==> config.mk <==
export PLATFORM = sky130hd
export DESIGN_NAME = ats_queue_mem
export DESIGN_NICKNAME = d
export VERILOG_FILES = /design/src/rtl/ats_pkg.sv /design/src/rtl/ats_queue_mem.sv
export SDC_FILE = /design/constraint.sdc
export NUM_CORES = 1
export LEC_CHECK = 0
export ABC_AREA = 1
export ABC_CLOCK_PERIOD_IN_PS = 3050
export BUFFER_PORTS_ARGS = -buffer_cell sky130_fd_sc_hd__buf_4
export CAP_MARGIN = 0
export CORE_ASPECT_RATIO = 0.6
export CORE_UTILIZATION = 35
export CTS_CLUSTER_SIZE = 25
export DETAILED_ROUTE_END_ITERATION = 6
export REMOVE_ABC_BUFFERS = 1
export SETUP_SLACK_MARGIN = 0.3
export SYNTH_ARGS = -nofsm -noshare
export SYNTH_HDL_FRONTEND = slang
export SYNTH_SLANG_ARGS = --single-unit
==> constraint.sdc <==
create_clock -name clock -period 3.05 [get_ports clock]
set_input_delay 0.305 -clock clock [delete_from_list [all_inputs] [get_ports clock]]
set_output_delay 0.305 -clock clock [all_outputs]
set_load 0.01 [all_outputs]
==> src/rtl/ats_pkg.sv <==
`timescale 1ns / 1ps
package ats_pkg;

   localparam int ENTRIES  = 64;
   localparam int IDX_W    = 6;
   localparam int CNT_W    = 7;
   localparam int WEIGHT_W = 32;
   localparam int RES_W    = 38;
   localparam int AMT_W    = 33;
   localparam int FRAC_W   = 32;

   localparam logic [1:0] MODE_SET  = 2'd0;
   localparam logic [1:0] MODE_ADD  = 2'd1;
   localparam logic [1:0] MODE_DRAW = 2'd2;

   localparam logic [CNT_W-1:0] N_RESET = CNT_W'(ENTRIES);

   typedef enum logic [3:0] {
      ST_IDLE,
      ST_UPD,
      ST_SUM,
      ST_INIT,
      ST_P_CHK,
      ST_P_LQ,
      ST_P_LR,
      ST_P_SQ,
      ST_P_SR,
      ST_P_UPD,
      ST_DRAW0,
      ST_DRAW1,
      ST_DRAW2
   } state_type;

   typedef struct packed {
      logic             res_we;
      logic [IDX_W-1:0] res_addr;
      logic [RES_W-1:0] res_data;
      logic             ali_we;
      logic [IDX_W-1:0] ali_addr;
      logic [IDX_W-1:0] ali_data;
   } tbl_wr_type;

endpackage

==> src/rtl/ats_queue_mem.sv <==
`timescale 1ns / 1ps
module ats_queue_mem
   import ats_pkg::*;
(
   input  logic             clock,
   input  logic             we,
   input  logic [IDX_W-1:0] waddr,
   input  logic [IDX_W-1:0] wdata,
   input  logic             re,
   input  logic [IDX_W-1:0] raddr,
   output logic [IDX_W-1:0] rdata
);

   logic [IDX_W-1:0] mem [ENTRIES];
   logic [IDX_W-1:0] rdata_ff;

   always_ff @(posedge clock) begin
      if (we) begin
         mem[waddr] <= wdata;
      end
      if (re) begin
         rdata_ff <= mem[raddr];
      end
   end

   assign rdata = rdata_ff;

endmodule

* Yosys cells after proc, flatten, opt, wreduce, memory -nomap -nowiden
Memory sizes are Yosys's and may differ from the RTL's. A register that Yosys moved wholly into a read port is not among the register bits.
Cells that the tools add are included.
** Word-level totals
- Register bits :: 0
- Bits of input ports :: 21
- Memories kept :: 1
- Output and inout port bits :: 6
- Word-level logic and storage cells :: 3
- Bits in writable memories :: 384
** Memory list
- mem :: words 64, width 6, read ports 1, clocked after memory_dff 1, write ports 1, RTL line ats_queue_mem.sv:14 : logic [IDX_W-1:0] mem [ENTRIES];
** Cells by class
- Muxes and demuxes :: 2
** Operator list (number)
- $mux W1 :: 2

* Longest topological paths before layout
- Depth in word-level cells :: 2
- Mapped depth :: 11
- Mapped depth without buffers :: 9

* Worst setup path after synthesis
OpenSTA, ideal clock, no wires.
- Path type :: input-to-reg
- Start :: input we
- End :: memory mem[48][0] (enable)
- Data arrival time :: 1.488 ns
- Setup time :: 0.386 ns
- Data required time :: 2.664 ns
- Buffers on the path :: 1
- Stages on the path :: 3
- Path slack :: 1.176 ns
- Path through :: clkbuf_1 > nand4_1 > nor4_1
** Between the ends
- Longest elaborated chain between the ends :: 2
** Ends and longest elaborated chain
- from (decl) :: RTL line ats_queue_mem.sv:6 : input logic we,
- $mux W1 :: RTL line ats_queue_mem.sv:18 : if (we) begin
- $mux W1 (implied by the code) :: RTL line ats_queue_mem.sv:19 : mem[waddr] <= wdata;
- to (decl) :: RTL line ats_queue_mem.sv:14
No other way between the ends.

==> impl_metrics.ini <==
[critical_path]
critPathMaxFanout = 78
crit_chain = buf_6 > inv_6 > buf_12 > nand2_1 > nand3_1 > nand3_1 > nand2_1 > nand2_1 > nand3_1 > nand3_1 > nand2_1
arrival_ns = 2.23
reg2regPathDepth = 8
worstReg2RegStart = mem[53][1]
end_kind = flip-flop
startpoint_type = input pin
required_ns = 3.45
r2r-end = rdata[1]
critical_path_class = input pin to flip-flop
cp_slowest_cell = buf_12
slowest_delay_ns = 0.37
timing.reg2reg.setup_slack_ns = 1.52

[place]
pre_cts_ws_ns = 0.782
numPortBuffers = 26
gp_congestion = 0.836
place_area_um2 = 17000
dp_hpwl_um = 25000

[synth]
netlist_area_um2 = 16000
synth-seq-cells = 390
ys_seq_area_share_pct = 73.2
syn_inst = 1376
synth_area_leaders = edfxtp_1, nand2_1, nand3_1, buf_2, nor2_1
post_synth.cell_area_avg_um2 = 11.6
yosys_warnings = 0
netlist.top_cell.by_area = edfxtp_1
netlist.area_leader.share_pct = 73.2
synth_cell_types = 13

[floorplanning]
die_w_um = 278
num_rows = 60
start_util_pct = 35.6
dieArea_um2 = 46600
core_um2 = 45000
die_h_um = 168
io_pins = 27

[clock_network]
cts_max_level = 2
clk_path_buf_depth = 3
cts-hold-fix-buffers = 0
cts_resized = 0
cts_num_sinks = 390
cts_made_buffers = 36
post_cts_buffers = 0
cts_tree = done
clockRootBuffer = clkbuf_16
clk_latency_ns = 0.53
clkSlewWorstSetupHoldPaths_ns = 0.07

[final_layout]
multi_input_area_um2 = 3800
final.fill_count = 4267
layout_commonest_cell = nand2_1
nNetsFinal = 1431
postLayoutCellArea_um2 = 18100
area_growth_syn_to_layout_pct = 13.5
seqCellArea_um2 = 11700
drive_gt1_share_pct = 9.19
n_antenna_cell = 0
final_cell_mix = nand2_1, edfxtp_1, nand3_1

[sta]
setup_viol = 0
fmax_ghz = 0.546
tightest_slew_ns = 0.842
slew_headroom_pct = 43.8
slew_viol_final = 0
setup_ws_ns = 1.22
hold_ws_ns = 0.0498
tns_ns = 0
fin_crit_sh_pct = 60.0
skew_ns = 0.00966
hold_viol = 0
rsz0062_at_grt = no
period_needed_ns = 1.83

[status]
status = completed

[route]
routedWlPerCell_um = 21.1
drtIter0Drc = 1319
drt_wl_total_um = 42800
first_pass_iters = 5
via_per_inst = 5.26
wl_met2_um = 17300
detail-route-antenna-nets = 0
met3_length_um = 3840
top_layer_used = met4
met1Wirelength_um = 21000
via_count = 10700
route.detailed.drc = 0

[global_route]
antenna_found_initial = 0
grt_first_pass_wirelength_um = 65800
grt_max_degree = 117
gr-total-overflow = 0
grt_pass1_vias = 10200
grtUsageTotal_pct = 18.7

[min_path]
min_path_cells = 1
whs_endpoint = rdata[4]
min_from = re
min_path_type = input pin to flip-flop

[pwr]
p_leak_nw = 6.46
ir_worst_vdd_mv = 0.435
cellPowerDensity_nw_per_um2 = 619
power_mw = 11.2

[flow_run]
maxCapViolCount = 0
## cell families (layout without fill, tap and decap cells)
kind of cell           count (synthesis)  in the layout  synth area share (%)
buffers and inverters                 96            156                  3.01
flip-flops                           390            390                  73.2
AND/OR/NAND/NOR                      890            890                  23.7
## flip-flops by register name, indices dropped and copies added (netlist names)
name   count
mem      384
rdata      6
## critical path, delay by kind of cell
family	cells	cell delay [ns]
simple gates	8	0.99
buf+inv	3	0.82
## cells in the mapped netlist
library cell  count
nand2_1         486
edfxtp_1        390
nand3_1         331
nor2_1           56
buf_2            43
buf_4            16
clkbuf_1         15
inv_1            10
buf_1             9
nand4_1           9
nor4_1            8
inv_2             2
buf_6             1
## report_power, final
part           total [mW]  internal, mW  switching (mW)
Combinational       0.723         0.182           0.541
Sequential           5.95          5.94          0.0127
Clock                4.55          2.56            1.98
Total                11.2          8.68            2.54
## per-stage QoR
step	instances	utilization, %
after global routing	2025	40.3
after detailed placement	1961	37.8
after global placement	1961	37.8
final	2025	40.3
after CTS	2025	40.3
after floorplan	1292	-
## layer usage
metal / track usage [%] / up-vias
met5: 0 / -
met4: 3.31 / 0
met3: 4.07 / 57
met2: 25.3 / 455
met1: 30.2 / 5229
li1: - / 4913
## area by class of cell
type / count / area share [%]
repair buffers: 80 / 3.81
clock inverters: 22 / 1.17
inverters: 12 / 0.276
flip-flops and latches: 390 / 64.5
well taps: 589 / 4.06
multi-input cells: 890 / 20.9
clock buffers: 42 / 5.21
## worst max-delay path by stage
stage,from,endpoint,slack (ns),cells after the start
3_5_place_dp,raddr[0],rdata[2],0.78,11
5_1_grt,raddr[0],rdata[2],1.13,11
3_3_place_gp,raddr[0],rdata[2],0.79,11
6_report,raddr[0],rdata[1],1.22,11
4_1_cts,raddr[0],rdata[2],1.33,11
2_1_floorplan,raddr[0],rdata[0],0.56,9
Note: power is estimated with default switching activity, not from simulation.
